**config.mk**
```make
export PLATFORM = sky130hd
export DESIGN_NAME = cpu8_register_alu_execute
export DESIGN_NICKNAME = d
export VERILOG_FILES = /design/src/rtl/cpu8_alu_pkg.sv /design/src/rtl/cpu8_alu_core.sv /design/src/rtl/cpu8_register_alu_execute.sv
export SDC_FILE = /design/constraint.sdc
export NUM_CORES = 1
export LEC_CHECK = 0
export BUFFER_PORTS_ARGS = -buffer_cell sky130_fd_sc_hd__buf_2
export CAP_MARGIN = 20
export CELL_PAD_IN_SITES_DETAIL_PLACEMENT = 0
export CELL_PAD_IN_SITES_GLOBAL_PLACEMENT = 1
export CORE_MARGIN = 3
export CORE_UTILIZATION = 46
export DETAILED_ROUTE_END_ITERATION = 10
export PLACE_DENSITY_LB_ADDON = 0.15
export SYNTH_ARGS = -nofsm -noshare
export SYNTH_HDL_FRONTEND = slang
export SYNTH_SLANG_ARGS = --single-unit
```
**constraint.sdc**
```tcl
create_clock -name clock -period 4.8 [get_ports clock]
set_input_delay 0.24 -clock clock [delete_from_list [all_inputs] [get_ports clock]]
set_output_delay 0.24 -clock clock [all_outputs]
set_load 0.005 [all_outputs]
```
**src/rtl/cpu8_alu_pkg.sv**
```systemverilog
// ----------------------------------------------------------------------------
// cpu8_alu_pkg
// Types and constants shared by the register and ALU execute stage: request
// and response payloads, the architectural register set and operation codes.
// ----------------------------------------------------------------------------
package cpu8_alu_pkg;

   localparam int OP_WIDTH = 6;

   // operation codes
   localparam logic [OP_WIDTH-1:0] OP_LDA = 6'd0;
   localparam logic [OP_WIDTH-1:0] OP_LDX = 6'd1;
   localparam logic [OP_WIDTH-1:0] OP_LDY = 6'd2;
   localparam logic [OP_WIDTH-1:0] OP_STA = 6'd3;
   localparam logic [OP_WIDTH-1:0] OP_STX = 6'd4;
   localparam logic [OP_WIDTH-1:0] OP_STY = 6'd5;
   localparam logic [OP_WIDTH-1:0] OP_TAX = 6'd6;
   localparam logic [OP_WIDTH-1:0] OP_TAY = 6'd7;
   localparam logic [OP_WIDTH-1:0] OP_TXA = 6'd8;
   localparam logic [OP_WIDTH-1:0] OP_TYA = 6'd9;
   localparam logic [OP_WIDTH-1:0] OP_TSX = 6'd10;
   localparam logic [OP_WIDTH-1:0] OP_TXS = 6'd11;
   localparam logic [OP_WIDTH-1:0] OP_AND = 6'd12;
   localparam logic [OP_WIDTH-1:0] OP_EOR = 6'd13;
   localparam logic [OP_WIDTH-1:0] OP_ORA = 6'd14;
   localparam logic [OP_WIDTH-1:0] OP_BIT = 6'd15;
   localparam logic [OP_WIDTH-1:0] OP_ADC = 6'd16;
   localparam logic [OP_WIDTH-1:0] OP_SBC = 6'd17;
   localparam logic [OP_WIDTH-1:0] OP_CMP = 6'd18;
   localparam logic [OP_WIDTH-1:0] OP_CPX = 6'd19;
   localparam logic [OP_WIDTH-1:0] OP_CPY = 6'd20;
   localparam logic [OP_WIDTH-1:0] OP_INC = 6'd21;
   localparam logic [OP_WIDTH-1:0] OP_INX = 6'd22;
   localparam logic [OP_WIDTH-1:0] OP_INY = 6'd23;
   localparam logic [OP_WIDTH-1:0] OP_DEC = 6'd24;
   localparam logic [OP_WIDTH-1:0] OP_DEX = 6'd25;
   localparam logic [OP_WIDTH-1:0] OP_DEY = 6'd26;
   localparam logic [OP_WIDTH-1:0] OP_ASL = 6'd27;
   localparam logic [OP_WIDTH-1:0] OP_LSR = 6'd28;
   localparam logic [OP_WIDTH-1:0] OP_ROL = 6'd29;
   localparam logic [OP_WIDTH-1:0] OP_ROR = 6'd30;
   localparam logic [OP_WIDTH-1:0] OP_CLC = 6'd31;
   localparam logic [OP_WIDTH-1:0] OP_CLD = 6'd32;
   localparam logic [OP_WIDTH-1:0] OP_CLI = 6'd33;
   localparam logic [OP_WIDTH-1:0] OP_CLV = 6'd34;
   localparam logic [OP_WIDTH-1:0] OP_SEC = 6'd35;
   localparam logic [OP_WIDTH-1:0] OP_SED = 6'd36;
   localparam logic [OP_WIDTH-1:0] OP_SEI = 6'd37;
   localparam logic [OP_WIDTH-1:0] OP_NOP = 6'd38;

   // status bit positions
   localparam int FLAG_C = 0;
   localparam int FLAG_Z = 1;
   localparam int FLAG_I = 2;
   localparam int FLAG_D = 3;
   localparam int FLAG_V = 6;
   localparam int FLAG_N = 7;

   localparam logic [7:0] SP_RESET = 8'hFF;

   typedef struct packed {
      logic [OP_WIDTH-1:0] req_type;
      logic [7:0]          operand_byte;
      logic                use_accumulator;
   } req_type_type;

   typedef struct packed {
      logic       mem_write;
      logic [7:0] write_data;
      logic [7:0] acc_value;
      logic [7:0] x_value;
      logic [7:0] y_value;
      logic [7:0] sp_value;
      logic [7:0] flags_value;
   } rsp_type;

   typedef struct packed {
      logic [7:0] acc;
      logic [7:0] index_x;
      logic [7:0] index_y;
      logic [7:0] stack_pointer;
      logic [7:0] status_flags;
   } regs_type;

endpackage

```
**src/rtl/cpu8_alu_core.sv**
```systemverilog
// ----------------------------------------------------------------------------
// cpu8_alu_core
// Combinational execute logic: takes one request and the current register
// set, returns the next register set and the memory write-back.
// ----------------------------------------------------------------------------
module cpu8_alu_core (
   input  cpu8_alu_pkg::req_type_type req,
   input  cpu8_alu_pkg::regs_type     regs,
   output cpu8_alu_pkg::regs_type     regs_next,
   output logic                       mem_write,
   output logic [7:0]                 write_data
);
   import cpu8_alu_pkg::*;

   logic [7:0] m;
   logic [7:0] addend;
   logic [8:0] sum;
   logic [7:0] cmp_reg;
   logic [8:0] diff;
   logic [7:0] shift_src;
   logic [7:0] shift_res;
   logic [7:0] nz_value;
   logic       nz_update;
   logic       cin;
   logic [7:0] fl;

   assign m      = req.operand_byte;
   assign cin    = regs.status_flags[FLAG_C];
   assign addend = (req.req_type == OP_SBC) ? ~m : m;
   assign sum    = {1'b0, regs.acc} + {1'b0, addend} + {8'd0, cin};

   always_comb begin
      case (req.req_type)
         OP_CPX:  cmp_reg = regs.index_x;
         OP_CPY:  cmp_reg = regs.index_y;
         default: cmp_reg = regs.acc;
      endcase
   end

   assign diff      = {1'b0, cmp_reg} - {1'b0, m};
   assign shift_src = req.use_accumulator ? regs.acc : m;

   always_comb begin
      case (req.req_type)
         OP_ASL:  shift_res = {shift_src[6:0], 1'b0};
         OP_ROL:  shift_res = {shift_src[6:0], cin};
         OP_LSR:  shift_res = {1'b0, shift_src[7:1]};
         default: shift_res = {cin, shift_src[7:1]};
      endcase
   end

   always_comb begin
      regs_next  = regs;
      mem_write  = 1'b0;
      write_data = 8'd0;
      nz_value   = 8'd0;
      nz_update  = 1'b0;
      fl         = regs.status_flags;
      case (req.req_type)
         OP_LDA: begin
            regs_next.acc = m;
            nz_value = m; nz_update = 1'b1;
         end
         OP_LDX: begin
            regs_next.index_x = m;
            nz_value = m; nz_update = 1'b1;
         end
         OP_LDY: begin
            regs_next.index_y = m;
            nz_value = m; nz_update = 1'b1;
         end
         OP_STA: begin
            mem_write = 1'b1; write_data = regs.acc;
         end
         OP_STX: begin
            mem_write = 1'b1; write_data = regs.index_x;
         end
         OP_STY: begin
            mem_write = 1'b1; write_data = regs.index_y;
         end
         OP_TAX: begin
            regs_next.index_x = regs.acc;
            nz_value = regs.acc; nz_update = 1'b1;
         end
         OP_TAY: begin
            regs_next.index_y = regs.acc;
            nz_value = regs.acc; nz_update = 1'b1;
         end
         OP_TXA: begin
            regs_next.acc = regs.index_x;
            nz_value = regs.index_x; nz_update = 1'b1;
         end
         OP_TYA: begin
            regs_next.acc = regs.index_y;
            nz_value = regs.index_y; nz_update = 1'b1;
         end
         OP_TSX: begin
            regs_next.index_x = regs.stack_pointer;
            nz_value = regs.stack_pointer; nz_update = 1'b1;
         end
         OP_TXS: begin
            regs_next.stack_pointer = regs.index_x;
         end
         OP_AND: begin
            regs_next.acc = regs.acc & m;
            nz_value = regs.acc & m; nz_update = 1'b1;
         end
         OP_EOR: begin
            regs_next.acc = regs.acc ^ m;
            nz_value = regs.acc ^ m; nz_update = 1'b1;
         end
         OP_ORA: begin
            regs_next.acc = regs.acc | m;
            nz_value = regs.acc | m; nz_update = 1'b1;
         end
         OP_BIT: begin
            fl[FLAG_Z] = ((regs.acc & m) == 8'd0);
            fl[FLAG_V] = m[6];
            fl[FLAG_N] = m[7];
         end
         OP_ADC, OP_SBC: begin
            regs_next.acc = sum[7:0];
            fl[FLAG_C] = sum[8];
            fl[FLAG_V] = ~(regs.acc[7] ^ addend[7]) & (regs.acc[7] ^ sum[7]);
            nz_value = sum[7:0]; nz_update = 1'b1;
         end
         OP_CMP, OP_CPX, OP_CPY: begin
            fl[FLAG_C] = ~diff[8];
            fl[FLAG_Z] = (cmp_reg == m);
            fl[FLAG_N] = diff[7];
         end
         OP_INC: begin
            mem_write = 1'b1; write_data = m + 8'd1;
            nz_value = m + 8'd1; nz_update = 1'b1;
         end
         OP_INX: begin
            regs_next.index_x = regs.index_x + 8'd1;
            nz_value = regs.index_x + 8'd1; nz_update = 1'b1;
         end
         OP_INY: begin
            regs_next.index_y = regs.index_y + 8'd1;
            nz_value = regs.index_y + 8'd1; nz_update = 1'b1;
         end
         OP_DEC: begin
            mem_write = 1'b1; write_data = m - 8'd1;
            nz_value = m - 8'd1; nz_update = 1'b1;
         end
         OP_DEX: begin
            regs_next.index_x = regs.index_x - 8'd1;
            nz_value = regs.index_x - 8'd1; nz_update = 1'b1;
         end
         OP_DEY: begin
            regs_next.index_y = regs.index_y - 8'd1;
            nz_value = regs.index_y - 8'd1; nz_update = 1'b1;
         end
         OP_ASL, OP_LSR, OP_ROL, OP_ROR: begin
            if (req.req_type == OP_ASL || req.req_type == OP_ROL) begin
               fl[FLAG_C] = shift_src[7];
            end else begin
               fl[FLAG_C] = shift_src[0];
            end
            nz_value = shift_res; nz_update = 1'b1;
            if (req.use_accumulator) begin
               regs_next.acc = shift_res;
            end else begin
               mem_write = 1'b1; write_data = shift_res;
            end
         end
         OP_CLC:  fl[FLAG_C] = 1'b0;
         OP_CLD:  fl[FLAG_D] = 1'b0;
         OP_CLI:  fl[FLAG_I] = 1'b0;
         OP_CLV:  fl[FLAG_V] = 1'b0;
         OP_SEC:  fl[FLAG_C] = 1'b1;
         OP_SED:  fl[FLAG_D] = 1'b1;
         OP_SEI:  fl[FLAG_I] = 1'b1;
         OP_NOP:  ;
         default: ;
      endcase
      if (nz_update) begin
         fl[FLAG_Z] = (nz_value == 8'd0);
         fl[FLAG_N] = nz_value[7];
      end
      regs_next.status_flags = fl;
   end

endmodule

```
**src/rtl/cpu8_register_alu_execute.sv**
```systemverilog
// ----------------------------------------------------------------------------
// cpu8_register_alu_execute
// Execute stage of an 8-bit processor: holds A, X, Y, SP and status, runs
// one operation per request and returns the full register set plus any
// memory write-back byte.
// ----------------------------------------------------------------------------
//   channel  direction  handshake             payload
//   req      in         req_valid/req_stall   req_data (op, operand, acc sel)
//   rsp      out        rsp_valid/rsp_stall   rsp_data (write-back, registers)
//
// one request per cycle sustained while rsp_stall is low; from accept to
// response: input register, then the ALU into the response register and the registers
// reset clears A, X, Y and status, sets SP to 0xFF and empties both stages
// a stalled response holds both stages; req_stall rises only when the input
// register is full and the response cannot move
// ----------------------------------------------------------------------------
module cpu8_register_alu_execute (
   input  logic                       clock,
   input  logic                       reset,
   input  logic                       req_valid,
   output logic                       req_stall,
   input  cpu8_alu_pkg::req_type_type req_data,
   output logic                       rsp_valid,
   input  logic                       rsp_stall,
   output cpu8_alu_pkg::rsp_type      rsp_data
);
   import cpu8_alu_pkg::*;

   logic         stage_valid_ff;
   req_type_type stage_req_ff;
   logic         rsp_valid_ff;
   rsp_type      rsp_data_ff;
   regs_type     regs_ff;

   regs_type     regs_in;
   rsp_type      rsp_data_in;
   logic         mem_write;
   logic [7:0]   write_data;
   logic         out_free;
   logic         stage_move;
   logic         req_take;

   cpu8_alu_core u_core (
      .req        (stage_req_ff),
      .regs       (regs_ff),
      .regs_next  (regs_in),
      .mem_write  (mem_write),
      .write_data (write_data)
   );

   assign out_free   = !rsp_valid_ff || !rsp_stall;
   assign stage_move = stage_valid_ff && out_free;
   assign req_stall  = stage_valid_ff && !out_free;
   assign req_take   = req_valid && !req_stall;

   always_comb begin
      rsp_data_in.mem_write   = mem_write;
      rsp_data_in.write_data  = write_data;
      rsp_data_in.acc_value   = regs_in.acc;
      rsp_data_in.x_value     = regs_in.index_x;
      rsp_data_in.y_value     = regs_in.index_y;
      rsp_data_in.sp_value    = regs_in.stack_pointer;
      rsp_data_in.flags_value = regs_in.status_flags;
   end

   always_ff @(posedge clock) begin
      if (reset) begin
         stage_valid_ff        <= 1'b0;
         rsp_valid_ff          <= 1'b0;
         regs_ff.acc           <= 8'd0;
         regs_ff.index_x       <= 8'd0;
         regs_ff.index_y       <= 8'd0;
         regs_ff.stack_pointer <= SP_RESET;
         regs_ff.status_flags  <= 8'd0;
      end else begin
         if (req_take) begin
            stage_valid_ff <= 1'b1;
         end else if (stage_move) begin
            stage_valid_ff <= 1'b0;
         end
         if (stage_move) begin
            rsp_valid_ff <= 1'b1;
            regs_ff      <= regs_in;
         end else if (!rsp_stall) begin
            rsp_valid_ff <= 1'b0;
         end
      end
   end

   always_ff @(posedge clock) begin
      if (req_take) begin
         stage_req_ff <= req_data;
      end
      if (stage_move) begin
         rsp_data_ff <= rsp_data_in;
      end
   end

   assign rsp_valid = rsp_valid_ff;
   assign rsp_data  = rsp_data_ff;

endmodule
```
### Word-level counts from Yosys, hierarchy flattened

Cells that the tools add are included.

* mux-type cells: 28
* add/subtract/negate cells: 9
* reductions and logical operators: 20
* bitwise operators: 9
* eq/ne operators: 39

Operators with widths (number)
* case mux 8 bit (16 select lines): 1
* equality test 6 x 5 -> 1 bit (second input constant): 16
* case mux 8 bit (8 select lines): 1
* equality test 6 x 4 -> 1 bit (second input constant): 8
* case mux 8 bit (6 select lines): 1
* 2-to-1 mux 8 bit: 5
* case mux 8 bit (5 select lines): 1
* equality test 6 bit (second input constant): 6
* case mux 8 bit (4 select lines): 1
* adder 8 x 1 -> 8 bit (second input constant): 3
* equality test 6 x 3 -> 1 bit (second input constant): 4
* case mux 8 bit (3 select lines): 1
* subtractor 8 x 1 -> 8 bit (second input constant): 3
* OR reduction 23 bit: 1
* zero test 8 bit: 2
* case mux 8 bit (2 select lines): 1
* equality test 6 x 2 -> 1 bit (second input constant): 2
* case mux 1 bit (2 select lines): 5
* adder 8 x 8 -> 9 bit: 1
* adder 9 x 1 -> 9 bit: 1
* 2-to-1 mux 1 bit: 9
* subtractor 8 x 8 -> 9 bit: 1
* bitwise AND 8 bit: 1
* equality test 8 bit: 1
* other kinds (19): 29

* output and inout bits: 51
* input bits: 19
* logic and storage cells: 122
* flip-flop bits (word level): 102

### Longest topological paths before layout

Gate-level depths: netlist (run 1).

* depth after elaboration: 7
* depth in mapped cells: 17
* depth with buffers taken out: 15

### By module

A second synthesis (run 1) with hierarchy kept.

* cells, all modules: 892
* area total of the unflattened synthesis: 8072.7 sq um

By module, submodules not included
* cpu8_alu_core: cells an instance 644, instances 1, area an instance 4279.1 sq um
* cpu8_register_alu_execute: cells an instance 248, instances 1, area an instance 3793.6 sq um

### Least setup slack after synthesis (run 1)

OpenSTA, ideal clock, no wires.

* kind: register to register
* start: register stage_req_ff[11] (netlist bit)
* end: register regs_ff[1] (netlist bit)
* arrival: 3.727 ns
* data required time: 4.685 ns
* path buffers: 3
* clock period less this slack: 3.841 ns
* setup time: 0.115 ns
* setup slack: 0.959 ns
* cell stages (with the launch flop): 18
* path through: edfxtp_1 -> buf_2 -> clkbuf_1 -> buf_1 -> nor3_1 -> nand2_1 -> xnor2_1 -> fa_1 -> inv_1 -> fa_1 -> a211oi_1 -> o21ai_0 -> and3_1 -> o31ai_1 -> a211oi_1 -> and4_1 -> a31o_1 -> o21a_1

RTL lines
* start, declared: line cpu8_register_alu_execute.sv:30 `req_type_type stage_req_ff;`
* start signal, assigned: line cpu8_register_alu_execute.sv:92 `stage_req_ff <= req_data;`
* end signal, assigned: line cpu8_register_alu_execute.sv:83 `regs_ff <= regs_in;`
* end, declared: line cpu8_register_alu_execute.sv:33 `regs_type regs_ff;`

==> results of run 1 <==
cell families after synthesis:
| family | count (synthesis) | synth area share (%) |
|---|---|---|
| compound gates | 235 | 22.9 |
| xor+xnor | 21 | 2.44 |
| fa+ha+maj | 39 | 6.66 |
| buf+inv | 111 | 5.75 |
| flops | 102 | 35.3 |
| mux | 25 | 4.49 |
| other cells | 1 | 0.0497 |
| simple gates | 346 | 22.5 |
placed cells by master (no fill, tap or decap), drive strengths merged, types with 6 or more instances in the layout:
cell type / netlist / routed
a221o: 11 / 11
a21oi: 31 / 31
dfxtp: 40 / 40
ha: 37 / 37
mux2: 11 / 11
o21a: 8 / 8
nor3: 30 / 30
nand4: 11 / 11
and3: 11 / 11
o21ai: 40 / 40
nand3: 27 / 27
a22o: 10 / 10
a221oi: 11 / 11
edfxtp: 62 / 62
nor2b: 19 / 19
clkbuf: 62 / 11
o22ai: 8 / 8
mux2i: 8 / 8
a22oi: 26 / 26
nand2b: 13 / 13
inv: 37 / 41
nor2: 85 / 85
mux4: 6 / 6
a21o: 7 / 7
o211ai: 6 / 6
nor4: 10 / 10
a211oi: 15 / 15
xnor2: 18 / 18
nand2: 100 / 100
buf: 12 / 90
metal layers:
metal  wire length, microns  vias up  share of wire (%)  track usage (%)
li1                       -     3358                  -                -
met1                  12100     3706                 40             45.7
met2                  13000      555                 43             49.2
met3                   3300       99                 11             6.79
met4                   1620        0                5.4             17.3
met5                      0        -                  0                0
final cells by class:
cell class,instances,area (sq um),area share [%]
multi-input cells,668,4460,53.5
flip-flops and latches,102,2660,32.0
repair buffers,90,505,6.07
well taps,216,270,3.24
clock buffers,11,253,3.03
inverters,37,139,1.67
clock inverters,5,46.3,0.556
worst paths after layout:
check | start | to | slack, ns | cells after the start
worst max-delay path | stage_req_ff[13] | regs_ff[1] | 0.30 | 15
worst min-delay path | req_data[14] | stage_req_ff[14] | 0.04 | 1
worst min register to register | regs_ff[12] | regs_ff[12] | 0.49 | 2
worst max register to register | stage_req_ff[13] | regs_ff[1] | 0.30 | 15
metrics by stage:
step,instances,util [%],setup WS [ns],power [W]
2_1_floorplan,881,-,0.959,0.00136
3_3_place_gp,1112,50.2,0.663,0.00152
3_5_place_dp,1113,50.2,0.489,0.00153
4_1_cts,1129,52.1,0.451,0.00228
5_1_grt,1129,52.1,0.0260,0.00236
6_report,1129,52.1,0.297,0.00229
worst register-to-register path, stage by stage, from the launching register on:
cell                       delay, ns
sky130_fd_sc_hd__edfxtp_1       0.69
sky130_fd_sc_hd__nand2b_1       0.22
sky130_fd_sc_hd__nor3_1         0.30
sky130_fd_sc_hd__nand2_1        0.36
sky130_fd_sc_hd__xnor2_1        0.30
sky130_fd_sc_hd__fa_1           0.22
sky130_fd_sc_hd__inv_1          0.05
sky130_fd_sc_hd__fa_1           0.41
sky130_fd_sc_hd__a211oi_1       0.37
sky130_fd_sc_hd__o21ai_0        0.20
sky130_fd_sc_hd__and3_1         0.22
sky130_fd_sc_hd__o31ai_1        0.32
sky130_fd_sc_hd__a211oi_1       0.10
sky130_fd_sc_hd__and4_1         0.22
sky130_fd_sc_hd__a31o_1         0.23
sky130_fd_sc_hd__o21a_1         0.17
flip-flops by register name (all words and copies together), names as in the netlist:
register / cells
stage_req_ff: 15
rsp_valid: 1
stage_valid_ff: 1
regs_ff: 38
rsp_data: 47
report_power, final:
group | internal [W] | leakage (nW) | switching [W]
sequential | 0.000989 | 0.913 | 0.0000875
combinational | 0.000174 | 2.22 | 0.000280
clock | 0.000391 | 0.149 | 0.000366
total | 0.00155 | 3.28 | 0.000734
==> impl_results.md, run 1 <==
- Post-synth design cell area: around 0.0075 sq mm
- Clock Skews: roughly 0.0085 ns
- Number of buffers on the longest clock path: 2
- Warnings, synthesis: 0
- Highest Clock Rate: ~220 MHz
- Post-CTS clock slew at the launch and capture registers of the worst setup and hold paths: 0.08 ns
- DR DRC count: 1
- CP endpoint kind: register
- Final Hold Violating Endpoints: 0
- Avg Cell Area, Syn: 8.58 sq um
- Post-synthesis cell count: 880
- Kind of start point of the critical path: register
- Placement Cell Area: between 0.008 and 0.009 sq mm
- GRT Util Overall: between 30% and 40%
- Post-cts resize count: 0
- Largest net degree at the start of global routing: 44
- Buffers added on ports: 67
- Number of placement rows: 46
- Finished layout cell area: between 0.008 and 0.009 sq mm
- Static leakage: approximately 3.3 nW
- Critical path required time: a little over 5 ns
- Post-synth EDFFs: 62
- Highest fanout seen on the critical path: 18
- Signal arrival time at the worst endpoint: 4.76 ns
- Number of global-route vias before repair: between 7000 and 8000
- Cts-stage hold buffer count: 0
- Synth area leader: sky130_fd_sc_hd__edfxtp_1
- Register area share after synthesis: between 30% and 40%
- Actual slew at the worst max-slew pin: between 0.9 and 1 ns
- # Post-CTS Setup Buffers: 0
- Detailed router's first-iteration violation count: around 1200
- Accumulated negative setup slack: 0 ns
- # clock sinks: ~100
- Period utilization: between 90% and 100%
- Routability cong.: roughly 1.1
- Total via count in the routed design: between 7000 and 8000
- Hold Path Class: primary input to register
- Run status: finished, violations left
- Power Density: roughly 270 mW/mm^2
- Library cells used by synthesis: 78
- Dominant register cell in the synthesized netlist: sky130_fd_sc_hd__edfxtp_1
- Count of final setup violators: 0
- Count of nets after finishing: just under 1000
- Top cells by count, synth: 100 x sky130_fd_sc_hd__nand2_1, 85 x sky130_fd_sc_hd__nor2_1, 62 x sky130_fd_sc_hd__clkbuf_1, 62 x sky130_fd_sc_hd__edfxtp_1
- Initial antenna violation count: 0
- Max-slew violations: 0
- Clock tree from TritonCTS: built
- Area growth from synthesis to final layout: 10.4%
- Wire length of the first global-routing pass: between 40 and 50 mm
- H-tree levels: 3
- Slowest library cell on the worst path: sky130_fd_sc_hd__edfxtp_1
- Overflow after GRT: 0
- Worst path buffer plus inverter count: 1
- RSZ-0062 raised after global routing: false
- DP Wirelength: around 21 mm
- Num CTS Buffers: 9
- Fill cell total of the finished layout: about 1500
- Total inserted antenna cells: 0
- Proportion of netlist area held by the largest area contributor: 24.7%
- Die Outline Area: between 0.015 and 0.02 sq mm
- Most repeated cell in the gate-level netlist after synthesis: sky130_fd_sc_hd__nand2_1
- Maximum resistive drop on vdd: 0.000166 V
- Share of post-route cells with drive strength above 1: 14.8%
- Violations in the final reports: DRC
- Width of the die: approximately 130 microns
- Category of cells accounting for the largest share of critical-path delay: compound AO/OA/AOI/OAI gates
- Number of routed nets with antenna violations: 0
- Slowest stage delay, CP: between 0.6 and 0.7 ns
- Worst-case hold slack: approximately 0.044 ns
- Clock tree root driver cell: sky130_fd_sc_hd__clkbuf_16
- Relative max-transition margin: about a third
- Initial core utilization: between 40% and 50%
- Time the final worst path needs with I/O delays and setup: between 4 and 5 ns
- Critical setup path kind: register to register
- Y dimension of the die: approximately 130 microns
- Post-synthesis async set-or-reset flop share: 0%
- Clock latency at the later pin of the worst-skew pair: approximately 0.36 ns
- Max-cap check violation count: 0
- Leading post-synthesis cells by cell area: sky130_fd_sc_hd__edfxtp_1 25%, sky130_fd_sc_hd__dfxtp_1 11%, sky130_fd_sc_hd__ha_1 6.1%
- WL/cell: between 20 and 30 microns
- Core footprint: 0.0160 sq mm
- Detail-routed via count per cell: between 6 and 7
- Critical path, cell by cell: nand2b_1 > nor3_1 > nand2_1 > xnor2_1 > fa_1 > inv_1 > fa_1 > a211oi_1 > o21ai_0 > and3_1 > o31ai_1 > a211oi_1 > and4_1 > a31o_1 > o21a_1
- Routed wire length: about 30 mm
- Top-level I/O count: 70
- First-pass DRT Iterations: 9
- Number of synthesized register bits: approximately 100
No activity file was read; power rests on OpenSTA's default activity.
==> inputs of run 2 (changes only) <==
ABC_AREA = 1   (was unset)
CORE_UTILIZATION = 44   (was 46)
GPL_TIMING_DRIVEN = 0   (was unset)
==> run 2 against run 1 <==
  * The run now ends clean
  * Sequential share of layout area down 1.6 points
  * Via count up 11%
  * Total power increased by 1.2%
  * Die area grew 8.2%
  * Global-route usage shrank 0.21 points
==> impl_results.md, run 2 <==
- Hold Path Class: primary input to register (unchanged)
- Static leakage: 4.30 nW (was 3.28 nW)
- Share of total power consumed by net switching: 34.6% (was 32.1%)
- Worst path buffer plus inverter count: 5 (was 1)
- Register area share after synthesis: 34.0% (was 35.3%)
- Clock tree root driver cell: sky130_fd_sc_hd__clkbuf_16 (unchanged)
- Run status: completed (was finished, violations left)
- Placement Cell Area: 0.00848 sq mm (was 0.00803 sq mm)
- Highest Clock Rate: 236 MHz (was 222 MHz)
- Finished layout cell area: 0.00877 sq mm (was 0.00833 sq mm)
- Core footprint: 0.0174 sq mm (was 0.0160 sq mm)
- Signal arrival time at the worst endpoint: 4.54 ns (was 4.76 ns)
- Time the final worst path needs with I/O delays and setup: 4.23 ns (was 4.50 ns)
- Critical path, cell by cell: inv_1 > nand2_2 > inv_2 > buf_4 > buf_2 > nand3_1 > xor2_1 > fa_1 > inv_1 > fa_1 > nand2_1 > nand2_1 > nor2_1 > nand4_1 > nor2_1 > nand2_1 > nor2_1 > nand4_1 > a21oi_1 (was nand2b_1 > nor3_1 > nand2_1 > xnor2_1 > fa_1 > inv_1 > fa_1 > a211oi_1 > o21ai_0 > and3_1 > o31ai_1 > a211oi_1 > and4_1 > a31o_1 > o21a_1)
- Top-level I/O count: 70 (unchanged)
- Most frequent cells in the layout: 283 x sky130_fd_sc_hd__nand2_1, 145 x sky130_fd_sc_hd__inv_1, 112 x sky130_fd_sc_hd__nor2_1 (was 100 x sky130_fd_sc_hd__nand2_1, 85 x sky130_fd_sc_hd__nor2_1, 68 x sky130_fd_sc_hd__buf_2)
- Number of synthesized register bits: 102 (unchanged)
- NetSw: 0.000801 W (was 0.000734 W)
- Category of cells accounting for the largest share of critical-path delay: simple AND/OR/NAND/NOR gates (was compound AO/OA/AOI/OAI gates)
- Count of nets after finishing: 1286 (was 966)
- Max-slew violations: 0 (unchanged)
- Number of global-route vias before repair: 7898 (was 7085)
- Cts-stage hold buffer count: 0 (unchanged)
- Kind of start point of the critical path: register (unchanged)
- Critical path required time: 5.10 ns (was 5.06 ns)
- GR Layer Usage met3: 6.70% (was 6.79%)
- Power Density: 264 mW/mm^2 (was 275 mW/mm^2)
- Number of placement rows: 48 (was 46)
- Routability cong.: 1.06 (was 1.05)
- Initial core utilization: 45.2% (was 47.2%)
- Most repeated cell in the gate-level netlist after synthesis: sky130_fd_sc_hd__nand2_1 (unchanged)
- Final Hold Violating Endpoints: 0 (unchanged)
- Slowest library cell on the worst path: sky130_fd_sc_hd__nand3_1 (was sky130_fd_sc_hd__edfxtp_1)
- Buffers added on ports: 66 (was 67)
- Die Outline Area: 0.0195 sq mm (was 0.0180 sq mm)
- Share of post-route cells with drive strength above 1: 10.3% (was 14.8%)
- Maximum resistive drop on vdd: 0.000263 V (was 0.000166 V)
- # Post-CTS Setup Buffers: 0 (unchanged)
- Actual slew at the worst max-slew pin: 1.02 ns (was 0.980 ns)
- Detail-routed via count per cell: 5.89 (was 6.84)
- Accumulated negative setup slack: 0 ns (unchanged)
- Dominant register cell in the synthesized netlist: sky130_fd_sc_hd__edfxtp_1 (unchanged)
- Initial antenna violation count: 1 (was 0)
- Library cells used by synthesis: 43 (was 78)
- Warnings, synthesis: 0 (unchanged)
- Overflow after GRT: 0 (unchanged)
- GRT Util Overall: 32.9% (was 33.1%)
- Sequential fraction of design power: 45.6% (was 47.0%)
- Clock tree from TritonCTS: built (unchanged)
- Met2 layer usage reported by global route: 50.6% (was 49.2%)
- Wire length of the first global-routing pass: 48.4 mm (was 44.7 mm)
- Post-synthesis cell count: 1149 (was 880)
- CP endpoint kind: register (unchanged)
- First-pass DRT Iterations: 8 (was 9)
- WL/cell: 22.3 microns (was 26.6 microns)
- Top cells by count, synth: 283 x sky130_fd_sc_hd__nand2_1, 145 x sky130_fd_sc_hd__inv_1, 112 x sky130_fd_sc_hd__nor2_1 (was 100 x sky130_fd_sc_hd__nand2_1, 85 x sky130_fd_sc_hd__nor2_1, 62 x sky130_fd_sc_hd__clkbuf_1, 62 x sky130_fd_sc_hd__edfxtp_1)
- Area growth from synthesis to final layout: 11.9% (was 10.4%)
- Post-cts resize count: 0 (unchanged)
- Relative max-transition margin: 31.9% (was 34.5%)
- Leading post-synthesis cells by cell area: sky130_fd_sc_hd__edfxtp_1 24%, sky130_fd_sc_hd__nand2_1 14%, sky130_fd_sc_hd__dfxtp_1 10% (was sky130_fd_sc_hd__edfxtp_1 25%, sky130_fd_sc_hd__dfxtp_1 11%, sky130_fd_sc_hd__ha_1 6.1%)
- RSZ-0062 raised after global routing: false (unchanged)
- Most common library cell in the layout ignoring fill and taps: sky130_fd_sc_hd__nand2_1 (unchanged)
- Highest fanout seen on the critical path: 10 (was 18)
- Critical setup path kind: register to register (unchanged)
- Post-synthesis async set-or-reset flop share: 0% (unchanged)
- Clock share of power: 32.4% (was 33.1%)
- Met1 routing resource usage after global routing: 45.3% (was 45.7%)
- Clock Skews: 0.0145 ns (was 0.00846 ns)
- Width of the die: 140 microns (was 134 microns)
- Post-layout utilization of the core: 50.6% (was 52.1%)
- Post-synth EDFFs: 62 (unchanged)
- Max-cap check violation count: 0 (unchanged)
- Proportion of netlist area held by the largest area contributor: 23.7% (was 24.7%)
- Number of buffers on the longest clock path: 2 (unchanged)
- Number of routed nets with antenna violations: 0 (unchanged)
- Total internal power: 0.00151 W (was 0.00155 W)
- Synth area leader: sky130_fd_sc_hd__edfxtp_1 (unchanged)
- Num CTS Buffers: 9 (unchanged)
- # clock sinks: 102 (unchanged)
- Largest register FFs: 47 (unchanged)
- Post-synth design cell area: 0.00784 sq mm (was 0.00755 sq mm)
- Routed wire length: 32.5 mm (was 30.1 mm)
- Avg Cell Area, Syn: 6.83 sq um (was 8.58 sq um)
- Largest net degree at the start of global routing: 43 (was 44)
- Slowest stage delay, CP: 0.47 ns (was 0.69 ns)
- Fill cell total of the finished layout: 1855 (was 1535)
- Post-CTS clock slew at the launch and capture registers of the worst setup and hold paths: 0.08 ns (about the same)
- Total via count in the routed design: 8595 (was 7718)
- Detailed router's first-iteration violation count: 1143 (was 1216)
- Relative contribution of combinational cells to total power: 22.0% (was 19.9%)
- DP Wirelength: 25.8 mm (was 21.4 mm)
- H-tree levels: 3 (unchanged)
- Period utilization: 88.2% (was 93.8%)
- Clock latency at the later pin of the worst-skew pair: 0.38 ns (was 0.36 ns)
- Count of final setup violators: 0 (unchanged)
- DR DRC count: 0 (was 1)
- Global-route layer with the greatest usage: met2 (unchanged)
- Y dimension of the die: 140 microns (was 134 microns)
- Worst-case hold slack: 0.0322 ns (was 0.0443 ns)
## run 2: cell types whose count changed after synthesis, sizes merged, moves of 33 or more
| cell | previous run | this run |
|---|---|---|
| a21oi | 31 | 64 |
| nand3 | 27 | 102 |
| clkbuf | 62 | 22 |
| o21ai | 40 | 94 |
| nand2 | 100 | 289 |
| nor2 | 85 | 123 |
| inv | 37 | 154 |
## run 2: final timing paths
path | from | endpoint | slack, ns | cells past startpoint
worst max-delay path | stage_req_ff[14] | regs_ff[1] | 0.57 | 19
worst max register to register | stage_req_ff[14] | regs_ff[1] | 0.57 | 19
worst min register to register | stage_valid_ff | rsp_valid | 0.49 | 2
worst min-delay path | req_data[8] | stage_req_ff[8] | 0.03 | 1
## run 2: area by class of cell
type	count	area, sq um	area share [%]
timing repair buffer	67	350	3.99
sequential	102	2660	30.3
clock buffer	9	225	2.57
antenna	1	2.50	0.0285
buffer	34	151	1.73
tap	225	282	3.21
inverter	159	597	6.80
clock inverter	7	67.6	0.770
multi-input combinational	855	4440	50.6
## run 2: per-layer routing
metal	share of wire [%]	routed length, microns
met3	9.5	3080
met5	0	0
met4	4.6	1490
met2	43	14100
met1	42	13800
## run 2: power groups by stage
stage	sequential, W	clock (W)	combinational, W
after floorplan	0.00105	0	0.000329
after global placement	0.00107	0	0.000486
after detailed placement	0.00107	0	0.000495
after CTS	0.00105	0.000757	0.000497
after global routing	0.00106	0.000789	0.000563
final	0.00106	0.000751	0.000510
## run 2: kinds of logic after synthesis
| logic type | count (synthesis) | synth area share, % |
|---|---|---|
| DFF | 102 | 34.0 |
| and+or+nand+nor | 579 | 32.3 |
| AOI/OAI and AO/OA | 222 | 16.3 |
| buffers and inverters | 193 | 9.52 |
| adders and majority gates | 39 | 6.41 |
| xor gates and xnor gates | 13 | 1.45 |
| other | 1 | 0.0478 |
## run 2: per-stage QoR
stage	power (W)	std cells	worst slack (ns)
CTS	0.00231	1458	0.644
detailed placement	0.00157	1442	0.654
global route	0.00241	1458	0.313
global placement	0.00156	1441	0.638
floorplan	0.00138	1150	1.58
finish	0.00232	1459	0.567
==> inputs of run 3 (changes only) <==
HOLD_SLACK_MARGIN = 0.05   (was unset)
==> run 3 against run 2 <==
  * Largest cell class unchanged
  * Global-route usage grew 0.17 points
  * Sequential share of layout area shrank 0.48 points
  * Cell area up 1.6%
  * Total power grew 0.23%
==> impl_results.md, run 3 (synthesized netlist as in run 2, its figures left out) <==
- Highest Clock Rate: 237 MHz (was 236 MHz)
- Overflow after GRT: 0 (unchanged)
- Critical setup path kind: register to register (unchanged)
- Max-cap check violation count: 0 (unchanged)
- Beginning of the worst hold path: req_data[14] (was req_data[8])
- Clock latency at the later pin of the worst-skew pair: 0.37 ns (was 0.38 ns)
- Buffers added on ports: 66 (unchanged)
- Largest net degree at the start of global routing: 43 (unchanged)
- Num CTS Buffers: 9 (unchanged)
- Power Density: 260 mW/mm^2 (was 264 mW/mm^2)
- Highest fanout seen on the critical path: 10 (unchanged)
- Finished layout cell area: 0.00891 sq mm (was 0.00877 sq mm)
- Share of post-route cells with drive strength above 1: 10.2% (was 10.3%)
- DP Wirelength: 25.8 mm (unchanged)
- Accumulated negative setup slack: 0 ns (unchanged)
- Count of cells along the worst hold path: 1 (unchanged)
- GRT Util Overall: 33.0% (was 32.9%)
- # clock sinks: 102 (unchanged)
- Relative max-transition margin: 31.2% (was 31.9%)
- End of the worst hold path: stage_req_ff[14] (was stage_req_ff[8])
- # Post-CTS Setup Buffers: 0 (unchanged)
- Slowest stage delay, CP: 0.47 ns (about the same)
- DR DRC count: 0 (unchanged)
- Area growth from synthesis to final layout: 13.7% (was 11.9%)
- Capture point of the worst reg-to-reg path: regs_ff[1] (unchanged)
- Y dimension of the die: 140 microns (unchanged)
- Routability cong.: 1.06 (unchanged)
- Hold Path Class: primary input to register (unchanged)
- Die Outline Area: 0.0195 sq mm (unchanged)
- Period utilization: 87.9% (was 88.2%)
- Wire length of the first global-routing pass: 48.7 mm (was 48.4 mm)
- Number of routed nets with antenna violations: 0 (unchanged)
- Critical path, cell by cell: inv_1 > nand2_2 > inv_2 > buf_4 > buf_2 > nand3_1 > xor2_1 > fa_1 > inv_1 > fa_1 > nand2_1 > nand2_1 > nor2_1 > nand4_1 > nor2_1 > nand2_1 > nor2_1 > nand4_1 > a21oi_1 (unchanged)
- Most frequent cells in the layout: 283 x sky130_fd_sc_hd__nand2_1, 145 x sky130_fd_sc_hd__inv_1, 112 x sky130_fd_sc_hd__nor2_1 (unchanged)
- Post-cts resize count: 0 (unchanged)
- Worst path buffer plus inverter count: 5 (unchanged)
- Top-level I/O count: 70 (unchanged)
- Clock tree root driver cell: sky130_fd_sc_hd__clkbuf_16 (unchanged)
- Detailed router's first-iteration violation count: 1184 (was 1143)
- Largest register FFs: 47 (unchanged)
- Placement Cell Area: 0.00848 sq mm (unchanged)
- Clock Skews: 0.0150 ns (was 0.0145 ns)
- Number of buffers on the longest clock path: 2 (unchanged)
- Footprint of the flip-flops and latches: 0.00266 sq mm (unchanged)
- Number of placement rows: 48 (unchanged)
- Critical path required time: 5.10 ns (about the same)
- Post-CTS clock slew at the launch and capture registers of the worst setup and hold paths: 0.08 ns (about the same)
- Max-slew violations: 0 (unchanged)
- Slowest library cell on the worst path: sky130_fd_sc_hd__nand3_1 (unchanged)
- Width of the die: 140 microns (unchanged)
- Cts-stage hold buffer count: 14 (was 0)
- Signal arrival time at the worst endpoint: 4.52 ns (was 4.54 ns)
- First-pass DRT Iterations: 6 (was 8)
- Count of nets after finishing: 1300 (was 1286)
- Count of cells along the worst register-to-register path: 19 (unchanged)
- Static leakage: 4.35 nW (was 4.30 nW)
- WL/cell: 22.2 microns (was 22.3 microns)
- Reg2Reg Launch Point: stage_req_ff[14] (unchanged)
- R2r setup slk: 0.58 ns (was 0.57 ns)
- Category of cells accounting for the largest share of critical-path delay: simple AND/OR/NAND/NOR gates (unchanged)
- Core footprint: 0.0174 sq mm (unchanged)
- Detail-routed via count per cell: 5.87 (was 5.89)
- RSZ-0062 raised after global routing: false (unchanged)
- Count of final setup violators: 0 (unchanged)
- Routed wire length: 32.7 mm (was 32.5 mm)
- Fill cell total of the finished layout: 1839 (was 1855)
- Final Hold Violating Endpoints: 0 (unchanged)
- Initial core utilization: 45.2% (unchanged)
- Run status: completed (unchanged)
- Initial antenna violation count: 1 (unchanged)
- Number of global-route vias before repair: 7970 (was 7898)
- Multi-input logic area: 0.00444 sq mm (unchanged)
- Most common library cell in the layout ignoring fill and taps: sky130_fd_sc_hd__nand2_1 (unchanged)
- Clock tree from TritonCTS: built (unchanged)
- CP endpoint kind: register (unchanged)
- Actual slew at the worst max-slew pin: 1.03 ns (was 1.02 ns)
- Time the final worst path needs with I/O delays and setup: 4.22 ns (was 4.23 ns)
- H-tree levels: 3 (unchanged)
- Maximum resistive drop on vdd: 0.000263 V (about the same)
- Kind of start point of the critical path: register (unchanged)
- Total via count in the routed design: 8650 (was 8595)
## run 3: cell types whose count changed in the layout (fill, tap and decap cells not counted)
| cell | change |
|---|---|
| sky130_fd_sc_hd__dlygate4sd3_1 | +14 |
## run 3: area by class of cell
| class | count | area share, % |
|---|---|---|
| plain buffers | 34 | 1.70 |
| multi-input cells | 855 | 49.8 |
| clock inverters | 7 | 0.758 |
| repair buffers | 81 | 5.50 |
| clock buffers | 9 | 2.53 |
| flip-flops and latches | 102 | 29.9 |
| inverters | 159 | 6.69 |
| diodes | 1 | 0.0281 |
| well taps | 225 | 3.16 |
## run 3: metrics by stage
step                setup WS [ns]  std cells  power (W)  hold slack (ns)  util [%]
global route                0.314       1472    0.00242           0.0587      51.3
finish                      0.581       1473    0.00232           0.0572      51.4
floorplan                    1.58       1150    0.00138            0.339         -
CTS                         0.644       1472    0.00231           0.0516      51.3
detailed placement          0.654       1442    0.00157            0.418      48.9
global placement            0.638       1441    0.00156            0.417      48.7
## run 3: per-layer routing
layer | global-route usage (%) | vias up | routed length [microns]
met5 | 0 | - | 0
met2 | 50.9 | 492 | 14400
met3 | 6.77 | 80 | 3060
li1 | - | 4066 | -
met1 | 45.5 | 4012 | 13800
met4 | 13.4 | 0 | 1420
## run 3: worst max path at each step
stage / from / endpoint / slack (ns) / cells past startpoint
5_1_grt: stage_req_ff[14] / regs_ff[1] / 0.31 / 19
2_1_floorplan: stage_req_ff[14] / rsp_data[1] / 1.58 / 19
3_3_place_gp: stage_req_ff[14] / regs_ff[1] / 0.64 / 19
6_report: stage_req_ff[14] / regs_ff[1] / 0.58 / 19
3_5_place_dp: stage_req_ff[14] / regs_ff[1] / 0.65 / 19
4_1_cts: stage_req_ff[14] / rsp_data[1] / 0.64 / 19
## run 3: power by group
part	switching, W	leakage (nW)	internal [W]	total (W)
Clock	0.000383	0.140	0.000366	0.000749
Combinational	0.000353	3.29	0.000164	0.000518
Sequential	0.0000627	0.925	0.000992	0.00105
Total	0.000799	4.35	0.00152	0.00232
